<file path="config.mk">
export PLATFORM = sky130hd
export DESIGN_NAME = path_normalizer
export DESIGN_NICKNAME = d
export VERILOG_FILES = /design/src/hw/rtl/pn_pkg.sv /design/src/hw/rtl/pn_ram.sv /design/src/hw/rtl/pn_ctrl.sv /design/src/hw/rtl/pn_dp.sv /design/src/hw/rtl/path_normalizer.sv
export SDC_FILE = /design/constraint.sdc
export NUM_CORES = 2
export LEC_CHECK = 0
export ABC_AREA = 1
export BUFFER_PORTS_ARGS = -buffer_cell sky130_fd_sc_hd__buf_2
export CAP_MARGIN = 20
export CORE_MARGIN = 8
export CORE_UTILIZATION = 30
export DETAILED_ROUTE_END_ITERATION = 10
export MAX_ROUTING_LAYER = met4
export PLACE_DENSITY = 0.49
export SETUP_SLACK_MARGIN = 0.02
export SLEW_MARGIN = 20
export SYNTH_ARGS = -nofsm -noshare
export SYNTH_HDL_FRONTEND = slang
export SYNTH_SLANG_ARGS = --single-unit
</file>
<file path="constraint.sdc">
create_clock -name clk -period 8.3 [get_ports clk]
set_input_delay 2.49 -clock clk [delete_from_list [all_inputs] [get_ports clk]]
set_output_delay 2.49 -clock clk [all_outputs]
set_load 0.05 [all_outputs]
</file>
<file path="src/hw/rtl/pn_pkg.sv">
// pn_pkg: shared constants, codes and controller/datapath interface types
// for the path normaliser. Has no dependencies; the files that use it refer
// to it by scoped names or import it.
`default_nettype none

package pn_pkg;

  // Default limit on the normalised path length.
  localparam int unsigned PATH_MAX_DEF = 256;

  // Stream widths: input tdata carries char_in and read_index, output tdata
  // carries done_res, status, length and char_out padded to whole bytes.
  localparam int unsigned IN_DATA_W   = 16;
  localparam int unsigned OUT_FIELD_W = 19;
  localparam int unsigned OUT_DATA_W  = 24;

  // Root prefix and special characters.
  localparam int unsigned ROOT_LEN = 4;
  localparam logic [7:0]  CH_SLASH = 8'h2F;
  localparam logic [7:0]  CH_DOT   = 8'h2E;
  localparam logic [7:0]  CH_NUL   = 8'h00;

  // Progress through the root prefix: 0..3 while matching, then these.
  localparam logic [2:0] PM_ROOT  = 3'd4;
  localparam logic [2:0] PM_ENDED = 3'd5;

  // Status codes.
  localparam logic [1:0] ERR_NONE     = 2'd0;
  localparam logic [1:0] ERR_NO_ROOT  = 2'd1;
  localparam logic [1:0] ERR_TOO_LONG = 2'd2;

  // How the datapath classifies the latched push byte.
  typedef enum logic [2:0] {
    BK_SKIP,   // path already ended or in error: byte ignored
    BK_ROOT,   // still matching the root prefix
    BK_SEP,    // separator or terminating zero: closes the segment
    BK_NEW,    // first character of a segment: needs a slash first
    BK_MORE    // further character of a segment
  } byte_kind_t;

  // Commands from the controller to the datapath.
  typedef enum logic [3:0] {
    CMD_NONE,
    CMD_LATCH,  // take the beat; a push after a finished path opens a new one
    CMD_ROOT,   // compare against the root prefix
    CMD_SLASH,  // write the separating slash of a new segment
    CMD_CHAR,   // append the latched character
    CMD_FIN,    // mark the path finished
    CMD_SEG,    // close the current segment
    CMD_WREQ,   // rollback: read the character below the current length
    CMD_WSTEP,  // rollback: step the length back by one
    CMD_READ,   // read item: fetch the requested character
    CMD_LOAD    // load the output register
  } cmd_t;

  typedef struct packed {
    cmd_t cmd;
  } ctl_t;

  typedef struct packed {
    logic       op_read;
    logic       is_last;
    byte_kind_t kind;
    logic       need_endseg;
    logic       seg_dotdot;
    logic       len_above_root;
    logic       rd_slash;
  } st_t;

  function automatic logic [7:0] root_char(input logic [1:0] i);
    logic [7:0] ch;
    case (i)
      2'd0:    ch = 8'h2F;  // '/'
      2'd1:    ch = 8'h6C;  // 'l'
      2'd2:    ch = 8'h66;  // 'f'
      default: ch = 8'h73;  // 's'
    endcase
    return ch;
  endfunction

endpackage

`default_nettype wire

</file>
<file path="src/hw/rtl/pn_ram.sv">
// pn_ram: generic single-write, single-read RAM with a registered read port.
// No dependencies.
`default_nettype none

module pn_ram #(
  parameter int unsigned WIDTH = 8,
  parameter int unsigned DEPTH = 256,
  localparam int unsigned AW = (DEPTH > 1) ? $clog2(DEPTH) : 1
) (
  input  wire logic             clk,
  input  wire logic             we,
  input  wire logic [AW-1:0]    waddr,
  input  wire logic [WIDTH-1:0] wdata,
  input  wire logic             re,
  input  wire logic [AW-1:0]    raddr,
  output logic      [WIDTH-1:0] rd_data
);

  logic [WIDTH-1:0] mem_r [DEPTH];
  logic [WIDTH-1:0] rd_data_r;

  always_ff @(posedge clk) begin
    if (we) begin
      mem_r[waddr] <= wdata;
    end
    if (re) begin
      rd_data_r <= mem_r[raddr];
    end
  end

  assign rd_data = rd_data_r;

endmodule

`default_nettype wire

</file>
<file path="src/hw/rtl/pn_ctrl.sv">
// pn_ctrl: controller state machine of the path normaliser. Sequences the
// datapath through commands and owns the handshakes. Depends on pn_pkg.
`default_nettype none

module pn_ctrl (
  input  wire logic       clk,
  input  wire logic       rst_n,
  input  wire logic       in_tvalid,
  output logic            in_tready,
  output logic            out_tvalid,
  input  wire logic       out_tready,
  input  wire pn_pkg::st_t st,
  output pn_pkg::ctl_t    ctl
);

  typedef enum logic [2:0] {
    S_IDLE,
    S_DISPATCH,
    S_CHAR,
    S_LAST,
    S_SEG,
    S_WREQ,
    S_WCHK,
    S_DONE
  } state_t;

  state_t state_r, state_nxt;
  logic   out_tvalid_r, out_tvalid_nxt;
  logic   ret_done_r, ret_done_nxt;   // segment closed by the last beat
  state_t after_seg;

  assign after_seg = ret_done_r ? S_DONE : S_LAST;

  always_comb begin
    state_nxt      = state_r;
    ret_done_nxt   = ret_done_r;
    out_tvalid_nxt = out_tvalid_r && !out_tready;
    ctl.cmd        = pn_pkg::CMD_NONE;
    unique case (state_r)
      S_IDLE: begin
        if (in_tvalid) begin
          ctl.cmd   = pn_pkg::CMD_LATCH;
          state_nxt = S_DISPATCH;
        end
      end
      S_DISPATCH: begin
        if (st.op_read) begin
          ctl.cmd   = pn_pkg::CMD_READ;
          state_nxt = S_DONE;
        end else begin
          unique case (st.kind)
            pn_pkg::BK_ROOT: begin
              ctl.cmd   = pn_pkg::CMD_ROOT;
              state_nxt = S_LAST;
            end
            pn_pkg::BK_SEP: begin
              ret_done_nxt = 1'b0;
              state_nxt    = S_SEG;
            end
            pn_pkg::BK_NEW: begin
              ctl.cmd   = pn_pkg::CMD_SLASH;
              state_nxt = S_CHAR;
            end
            pn_pkg::BK_MORE: begin
              ctl.cmd   = pn_pkg::CMD_CHAR;
              state_nxt = S_LAST;
            end
            default: begin
              state_nxt = S_LAST;
            end
          endcase
        end
      end
      S_CHAR: begin
        ctl.cmd   = pn_pkg::CMD_CHAR;
        state_nxt = S_LAST;
      end
      S_LAST: begin
        if (!st.is_last) begin
          state_nxt = S_DONE;
        end else begin
          ctl.cmd = pn_pkg::CMD_FIN;
          if (st.need_endseg) begin
            ret_done_nxt = 1'b1;
            state_nxt    = S_SEG;
          end else begin
            state_nxt = S_DONE;
          end
        end
      end
      S_SEG: begin
        ctl.cmd   = pn_pkg::CMD_SEG;
        state_nxt = st.seg_dotdot ? S_WREQ : after_seg;
      end
      S_WREQ: begin
        if (st.len_above_root) begin
          ctl.cmd   = pn_pkg::CMD_WREQ;
          state_nxt = S_WCHK;
        end else begin
          state_nxt = after_seg;
        end
      end
      S_WCHK: begin
        ctl.cmd   = pn_pkg::CMD_WSTEP;
        state_nxt = st.rd_slash ? after_seg : S_WREQ;
      end
      S_DONE: begin
        if (!out_tvalid_r || out_tready) begin
          ctl.cmd        = pn_pkg::CMD_LOAD;
          out_tvalid_nxt = 1'b1;
          state_nxt      = S_IDLE;
        end
      end
      default: begin
        state_nxt = S_IDLE;
      end
    endcase
  end

  always_ff @(posedge clk) begin
    if (!rst_n) begin
      state_r      <= S_IDLE;
      out_tvalid_r <= 1'b0;
      ret_done_r   <= 1'b0;
    end else begin
      state_r      <= state_nxt;
      out_tvalid_r <= out_tvalid_nxt;
      ret_done_r   <= ret_done_nxt;
    end
  end

  assign in_tready  = (state_r == S_IDLE);
  assign out_tvalid = out_tvalid_r;

  // A rollback check always follows its read request.
  a_wchk_after_wreq: assert property (@(posedge clk) disable iff (!rst_n)
    state_r == S_WCHK |-> $past(state_r) == S_WREQ)
    else $error("rollback check without a read request");

  // Loading the output register always presents a beat.
  a_load_valid: assert property (@(posedge clk) disable iff (!rst_n)
    ctl.cmd == pn_pkg::CMD_LOAD |=> out_tvalid_r)
    else $error("output load did not raise out_tvalid");

endmodule

`default_nettype wire

</file>
<file path="src/hw/rtl/pn_dp.sv">
// pn_dp: datapath of the path normaliser: path state registers, the
// normalised-path buffer and the output register. Depends on pn_pkg and
// pn_ram.
`default_nettype none

module pn_dp #(
  parameter int unsigned PATH_MAX = pn_pkg::PATH_MAX_DEF
) (
  input  wire logic                           clk,
  input  wire logic                           rst_n,
  input  wire logic [pn_pkg::IN_DATA_W-1:0]   in_tdata,
  input  wire logic [0:0]                     in_tuser,
  input  wire logic                           in_tlast,
  input  wire pn_pkg::ctl_t                   ctl,
  output pn_pkg::st_t                         st,
  output logic      [pn_pkg::OUT_DATA_W-1:0]  out_tdata
);

  // Room for a segment to run three bytes past the limit before it is judged.
  localparam int unsigned BUF_DEPTH = PATH_MAX + 4;
  localparam int unsigned AW        = $clog2(BUF_DEPTH);
  localparam int unsigned PAD_W     = pn_pkg::OUT_DATA_W - pn_pkg::OUT_FIELD_W;

  // Latched item.
  logic          op_r, op_nxt;
  logic [7:0]    c_r, c_nxt;
  logic          last_r, last_nxt;
  logic [7:0]    idx_r, idx_nxt;

  // Path state.
  logic [2:0]    pm_r, pm_nxt;
  logic [1:0]    err_r, err_nxt;
  logic [1:0]    seg_r, seg_nxt;       // segment length, saturating at 3
  logic          dot1_r, dot1_nxt;     // first segment character is a dot
  logic          dot2_r, dot2_nxt;     // second segment character is a dot
  logic [AW-1:0] start_r, start_nxt;
  logic [AW-1:0] len_r, len_nxt;
  logic          fin_r, fin_nxt;

  logic [pn_pkg::OUT_DATA_W-1:0] out_tdata_r, out_tdata_nxt;

  // Buffer port signals.
  logic          we;
  logic [AW-1:0] waddr;
  logic [7:0]    wdata;
  logic          re;
  logic [AW-1:0] raddr;
  logic [7:0]    rd_data;

  logic [AW-1:0] len_inc;
  logic [AW-1:0] len_dec;
  logic          seg_dotdot;
  logic          ok;
  logic          idx_hit;

  assign len_inc    = len_r + AW'(1);
  assign len_dec    = len_r - AW'(1);
  assign seg_dotdot = (seg_r == 2'd2) && dot1_r && dot2_r;
  assign ok         = fin_r && (err_r == pn_pkg::ERR_NONE);
  assign idx_hit    = 32'(idx_r) < 32'(len_r);

  pn_ram #(
    .WIDTH (8),
    .DEPTH (BUF_DEPTH)
  ) u_buf (
    .clk     (clk),
    .we      (we),
    .waddr   (waddr),
    .wdata   (wdata),
    .re      (re),
    .raddr   (raddr),
    .rd_data (rd_data)
  );

  // Status towards the controller.
  always_comb begin
    st.op_read        = op_r;
    st.is_last        = last_r;
    st.need_endseg    = (err_r == pn_pkg::ERR_NONE) && (pm_r == pn_pkg::PM_ROOT);
    st.seg_dotdot     = seg_dotdot;
    st.len_above_root = 32'(len_r) > pn_pkg::ROOT_LEN;
    st.rd_slash       = (rd_data == pn_pkg::CH_SLASH);
    if (err_r != pn_pkg::ERR_NONE || pm_r >= pn_pkg::PM_ENDED) begin
      st.kind = pn_pkg::BK_SKIP;
    end else if (pm_r < pn_pkg::PM_ROOT) begin
      st.kind = pn_pkg::BK_ROOT;
    end else if (c_r == pn_pkg::CH_NUL || c_r == pn_pkg::CH_SLASH) begin
      st.kind = pn_pkg::BK_SEP;
    end else if (seg_r == 2'd0) begin
      st.kind = pn_pkg::BK_NEW;
    end else begin
      st.kind = pn_pkg::BK_MORE;
    end
  end

  always_comb begin
    op_nxt        = op_r;
    c_nxt         = c_r;
    last_nxt      = last_r;
    idx_nxt       = idx_r;
    pm_nxt        = pm_r;
    err_nxt       = err_r;
    seg_nxt       = seg_r;
    dot1_nxt      = dot1_r;
    dot2_nxt      = dot2_r;
    start_nxt     = start_r;
    len_nxt       = len_r;
    fin_nxt       = fin_r;
    out_tdata_nxt = out_tdata_r;
    we            = 1'b0;
    waddr         = len_r;
    wdata         = c_r;
    re            = 1'b0;
    raddr         = len_dec;
    unique case (ctl.cmd)
      pn_pkg::CMD_LATCH: begin
        op_nxt   = in_tuser[0];
        c_nxt    = in_tdata[7:0];
        last_nxt = in_tlast;
        idx_nxt  = in_tdata[15:8];
        // A push after a finished path begins a new one.
        if (!in_tuser[0] && fin_r) begin
          fin_nxt   = 1'b0;
          pm_nxt    = 3'd0;
          err_nxt   = pn_pkg::ERR_NONE;
          seg_nxt   = 2'd0;
          start_nxt = '0;
          len_nxt   = '0;
        end
      end
      pn_pkg::CMD_ROOT: begin
        if (c_r == pn_pkg::root_char(pm_r[1:0])) begin
          we     = 1'b1;
          waddr  = AW'(pm_r);
          pm_nxt = pm_r + 3'd1;
          if (pm_r == pn_pkg::PM_ROOT - 3'd1) begin
            len_nxt = AW'(pn_pkg::ROOT_LEN);
            seg_nxt = 2'd0;
          end
        end else begin
          err_nxt = pn_pkg::ERR_NO_ROOT;
        end
      end
      pn_pkg::CMD_SLASH: begin
        we        = 1'b1;
        wdata     = pn_pkg::CH_SLASH;
        start_nxt = len_r;
        len_nxt   = len_inc;
      end
      pn_pkg::CMD_CHAR: begin
        we      = 1'b1;
        len_nxt = len_inc;
        seg_nxt = (seg_r == 2'd3) ? seg_r : seg_r + 2'd1;
        if (seg_r == 2'd0) begin
          dot1_nxt = (c_r == pn_pkg::CH_DOT);
        end
        if (seg_r == 2'd1) begin
          dot2_nxt = (c_r == pn_pkg::CH_DOT);
        end
        // A segment of three or more characters is judged as it grows.
        if (seg_r >= 2'd2 && 32'(len_inc) >= PATH_MAX) begin
          err_nxt = pn_pkg::ERR_TOO_LONG;
        end
      end
      pn_pkg::CMD_FIN: begin
        fin_nxt = 1'b1;
        if (err_r == pn_pkg::ERR_NONE && pm_r < pn_pkg::PM_ROOT) begin
          err_nxt = pn_pkg::ERR_NO_ROOT;
        end
      end
      pn_pkg::CMD_SEG: begin
        if (seg_r != 2'd0) begin
          if ((seg_r == 2'd1 && dot1_r) || seg_dotdot) begin
            len_nxt = start_r;
          end else if (32'(len_r) >= PATH_MAX) begin
            err_nxt = pn_pkg::ERR_TOO_LONG;
          end
          seg_nxt = 2'd0;
        end
        // A zero byte after the root ends the path.
        if (c_r == pn_pkg::CH_NUL && pm_r == pn_pkg::PM_ROOT) begin
          pm_nxt = pn_pkg::PM_ENDED;
        end
      end
      pn_pkg::CMD_WREQ: begin
        re = 1'b1;
      end
      pn_pkg::CMD_WSTEP: begin
        len_nxt = len_dec;
      end
      pn_pkg::CMD_READ: begin
        re    = 1'b1;
        raddr = AW'(idx_r);
      end
      pn_pkg::CMD_LOAD: begin
        out_tdata_nxt = {
          {PAD_W{1'b0}},
          (op_r && ok && idx_hit) ? rd_data : 8'd0,
          ok ? 8'(len_r) : 8'd0,
          fin_r ? err_r : pn_pkg::ERR_NONE,
          fin_r
        };
      end
      default: begin
      end
    endcase
  end

  always_ff @(posedge clk) begin
    if (!rst_n) begin
      pm_r    <= 3'd0;
      err_r   <= pn_pkg::ERR_NONE;
      seg_r   <= 2'd0;
      dot1_r  <= 1'b0;
      dot2_r  <= 1'b0;
      start_r <= '0;
      len_r   <= '0;
      fin_r   <= 1'b0;
    end else begin
      pm_r    <= pm_nxt;
      err_r   <= err_nxt;
      seg_r   <= seg_nxt;
      dot1_r  <= dot1_nxt;
      dot2_r  <= dot2_nxt;
      start_r <= start_nxt;
      len_r   <= len_nxt;
      fin_r   <= fin_nxt;
    end
  end

  always_ff @(posedge clk) begin
    op_r        <= op_nxt;
    c_r         <= c_nxt;
    last_r      <= last_nxt;
    idx_r       <= idx_nxt;
    out_tdata_r <= out_tdata_nxt;
  end

  assign out_tdata = out_tdata_r;

  a_len_bound: assert property (@(posedge clk) disable iff (!rst_n)
    32'(len_r) <= PATH_MAX + 3)
    else $error("normalised length ran past the buffer margin");

  a_seg_after_root: assert property (@(posedge clk) disable iff (!rst_n)
    seg_r != 2'd0 |-> pm_r == pn_pkg::PM_ROOT)
    else $error("open segment outside the matched root");

  a_no_root_err: assert property (@(posedge clk) disable iff (!rst_n)
    err_r == pn_pkg::ERR_NO_ROOT |-> pm_r < pn_pkg::PM_ROOT)
    else $error("root error with the root fully matched");

endmodule

`default_nettype wire

</file>
<file path="src/hw/rtl/path_normalizer.sv">
// Path normaliser: a beat is latched, dispatched and loaded into the output;
// a push also passes a last-beat check, with a slash write first for a new
// segment or a segment close for a separator. A ".." rollback adds a read
// and a check per walked-back character at the one registered read port.
// Synchronous active-low reset clears all path state; the buffer is not
// cleared, so its contents are only meaningful once written.
// Depends on pn_pkg, pn_ctrl, pn_dp and pn_ram.
`default_nettype none

module path_normalizer #(
  parameter int unsigned PATH_MAX = pn_pkg::PATH_MAX_DEF
) (
  input  wire logic                          clk,
  input  wire logic                          rst_n,
  // Input channel: one path character or one read request per beat.
  input  wire logic                          in_tvalid,
  output logic                               in_tready,
  input  wire logic [pn_pkg::IN_DATA_W-1:0]  in_tdata,   // char_in[7:0], read_index[15:8]
  input  wire logic [0:0]                    in_tuser,   // opcode: 0 push, 1 read
  input  wire logic                          in_tlast,   // is_last
  // Result channel: one beat for every input beat.
  output logic                               out_tvalid,
  input  wire logic                          out_tready,
  output logic      [pn_pkg::OUT_DATA_W-1:0] out_tdata   // done_res[0], status[2:1],
                                                         // length[10:3], char_out[18:11]
);

  // The controller decides the order of work; the datapath holds the path
  // state, the buffer and the output register. They talk only through the
  // command and status structs below.
  pn_pkg::ctl_t ctl;
  pn_pkg::st_t  st;

  // The controller takes a new beat while the previous result still sits in
  // the output register; it only waits at the end of an item if that result
  // has not yet been taken.
  pn_ctrl u_ctrl (
    .clk        (clk),
    .rst_n      (rst_n),
    .in_tvalid  (in_tvalid),
    .in_tready  (in_tready),
    .out_tvalid (out_tvalid),
    .out_tready (out_tready),
    .st         (st),
    .ctl        (ctl)
  );

  // The root "/lfs" is checked one character per beat and copied into the
  // buffer as it matches. Each kept segment is written as a slash followed
  // by its characters; "." and ".." are recognised from two flags, and ".."
  // walks back through the buffer to the previous slash, never below the
  // root.
  pn_dp #(
    .PATH_MAX (PATH_MAX)
  ) u_dp (
    .clk       (clk),
    .rst_n     (rst_n),
    .in_tdata  (in_tdata),
    .in_tuser  (in_tuser),
    .in_tlast  (in_tlast),
    .ctl       (ctl),
    .st        (st),
    .out_tdata (out_tdata)
  );

endmodule

`default_nettype wire

</file>
==> run_results.csv <==
group,metric,value,unit
finish,final_nets,7916,
synth,synth-edff-count,2125,
min_path,hold_startpoint,"u_dp.start_r[1]",
synth,muxShareOfSynthArea,0,
synth,synth_async_sr_flop_share,0,
synth,postSynthRegisterBits,2158,
clock_tree,clock_tree.htree_level_count,4,
timing,maxSlewHeadroom,0.2355,
die,die_area,317700,sq um
clock_tree,worst_setup_hold_path_clk_slew,60,ps
timing,max_slew.worst_pin.slew,1147,ps
synth,post_synth_main_area_contributors,"edfxtp_1 71%, nand3_1 11%, nand2_1 9.7%",
synth,synth_cell_type_count,48,
critical_path,critical_path.reg2reg.startpoint,"u_dp.len_r[5]",
grt,grt_pass1_vias,58620,
placement,gp_congestion,0.8648,
timing,max_clock_freq,160.4,MHz
route,first_iteration_detailed_routing_drc_count,6437,
clock_tree,tritoncts_clock_tree,"done",
placement,dp_hpwl,157500,um
timing,fin_worst_hold_slack,462.7,ps
synth,synth_area_per_cell,11.24,sq um
run_status,outcome,"complete, no violations",
critical_path,timing.critical_path.from_type,"primary input",
route,route.detailed.drc,0,
finish,fill_count,29590,
grt,grt_start_max_net_pins,216,
finish,areaGrowthSynthToFinish,13.29,%
die,chip_height,563.7,um
timing,fin_skew,33.95,ps
synth,synthCells,8004,
finish,multi_input_area,21970,sq um
clock_tree,postCtsSetupRepairBufs,0,
critical_path,end_kind,"flip-flop",
die,floorplan.die.width,563.7,um
finish,ff_latch_area,64470,sq um
route,maxUsedRoutingLayer,"met4",
route,post_drt_via_cell_ratio,4.976,
synth,yosys.area_share.adder,0.002503,
critical_path,setup.worst_path.class,"in -> reg",
timing,grt_setup_unrepaired,"false",
clock_tree,cts.repair.resized,0,
route,wl_met3,17650,um
synth,compound_gate_fraction_of_synth_area,0.008218,
route,routed_wirelength,271600,um
die,core_area,299000,sq um
synth,synthTopCellsByCount,"2329 x nand2_1, 2125 x edfxtp_1, 1997 x nand3_1, 407 x inv_1, 360 x nor2_1",
route,met2_length,126200,um
critical_path,cp.arrival,6720,ps
synth,xor_xnor_cell_area_share_of_the_yosys_netlist,0.001557,
synth,synth-simple-area-share,0.2304,
job,max-cap-violations,0,
clock_tree,post_cts_hold_buffer_count,0,
synth,synthesis.area,89990,sq um
synth,synth.most_common_cell,"nand2_1",
critical_path,cp-startpoint,"out_tready",
critical_path,cp.required,8780,ps
clock_tree,cts_sinks,2158,
grt,antenna_found_initial,7,
route,via_count,59880,
clock_tree,clock_path_buffers,3,
placement,place.port_buffers,42,
critical_path,crit_path_max_fanout,21,
route,wl_per_cell,22.57,um
route,wirelength_met1,119300,um
die,num_io_pins,48,
route,ant_nets,0,
synth,synth-warning-count,0,
timing,hold_viol,0,
power,vdd.ir_drop.worst,0.4400,mV
clock_tree,worstSkewPairLatency,870,ps
synth,synth_largest_area_cell,"edfxtp_1",
route,dr.pass1.iters,6,
die,core.rowCount,201,
grt,grt_remaining_overflow,0,
power,power_per_cell_area,433.3,nW/um^2
synth,synth_top_flop_cell,"edfxtp_1",
grt,grt_first_pass_wirelength,394400,um
grt,track_usage,0.1704,
placement,dpl_cell_area,94400,sq um
clock_tree,cts-root-buf,"clkbuf_16",
timing,timing_max_transition_violations_final,0,
synth,yosysSeqAreaShare,0.7165,
timing,final_min_period_over_clock_period,0.7513,
clock_tree,numCtsBuffers,226,
finish,final_design_area_no_fill,101900,sq um
timing,finalSetupViolations,0,
power,power.leakage,35.92,nW
timing,fin_setup_tns,0,ps
synth,yosysTopAreaCellShare,0.7091,
die,floorplan.initialDensity,0.3009,
finish,fraction_of_final_layout_cells_sized_beyond_drive_strength_1,0.06923,
timing,min_period,6236,ps
min_path,hold_class,"reg -> reg",
synth,combinational_family_with_the_most_area_after_synthesis,"simple AND/OR/NAND/NOR gates",
-- where the power goes --
part / switching [mW] / total, mW / internal (mW) / leakage [nW]
logic: 15.0 / 19.3 / 4.28 / 12.9
clock network: 4.33 / 10.3 / 5.94 / 3.68
registers: 0.131 / 14.6 / 14.4 / 19.4
total: 19.5 / 44.2 / 24.7 / 35.9
-- registers in the layout, summed over array words and instances (netlist names), 2 cells and up --
register / count
u_dp.err_r: 2
u_dp.u_buf.mem_r: 2080
u_dp.out_tdata: 19
u_dp.c_r: 8
u_dp.pm_r: 3
u_dp.seg_r: 2
u_dp.start_r: 9
u_dp.len_r: 9
u_ctrl.state_r: 3
u_dp.u_buf.rd_data: 8
u_dp.idx_r: 8
-- worst paths after layout --
| check | end | slack (ps) | cells after the start |
|---|---|---|---|
| hold / removal | u_dp.start_r[1] | 460 | 2 |
| setup / recovery | u_dp.u_buf.mem_r[67][3] | 2060 | 12 |
| setup reg to reg | u_dp.u_buf.mem_r[67][3] | 2620 | 12 |
| hold reg to reg | u_dp.start_r[1] | 460 | 2 |
-- cells by family (layout without fill, tap and decap cells) --
family | after synthesis | count (layout)
simple gates | 4763 | 4763
flops | 2158 | 2158
buf+inv | 923 | 989
compound gates | 125 | 125
fa+ha+maj | 18 | 18
xor+xnor | 16 | 16
other cells | 1 | 6
-- layout by cell type (no fill, tap or decap), drive strengths merged, types with 8 or more instances in the layout --
master	count
a21oi	33
buf	141
bufinv	29
clkbuf	263
clkinv	121
clkinvlp	11
dfxtp	33
edfxtp	2125
ha	18
inv	424
nand2	2334
nand3	2017
nand3b	14
nand4	9
nor2	369
nor3	10
o211ai	14
o21ai	54
o22ai	8
xor2	14
-- layout make-up --
cell class / instances / share of cell area
sequential: 2158 / 0.6324
multi-input combinational: 4927 / 0.2155
clock buffer: 263 / 0.05733
tap: 3958 / 0.04858
clock inverter: 163 / 0.01666
inverter: 422 / 0.01593
timing repair buffer: 141 / 0.01353
antenna: 1 / 0.00002455
-- routing by layer --
| layer | vias to the layer above | global-route usage |
|---|---|---|
| met3 | 414 | 0.02496 |
| met1 | 29750 | 0.2285 |
| met5 | - | - |
| li1 | 27550 | - |
| met2 | 2161 | 0.2690 |
| met4 | 0 | 0.05125 |
-- per-stage QoR --
stage / cells / setup slack, ps / utilization / total power, mW
global route: 12030 / 1840 / 0.3409 / 46.15
CTS: 12030 / 2181 / 0.3409 / 44.35
detailed placement: 11610 / 1236 / 0.3157 / 34.11
floorplan: 8008 / 496.5 / - / 26.10
finish: 12030 / 2064 / 0.3409 / 44.17
global placement: 11610 / 1188 / 0.3157 / 34.06
-- critical path, cell delays in order --
cell and delay (ps):
buf_2 100, nor2_1 160, nor2_2 60, buf_4 220
nor3_1 280, inv_2 90, nor2_4 170, nand4_2 440
nand2_1 770, nand3_2 850, buf_4 520, nor2_1 530
(Power assumes the default switching activity.)
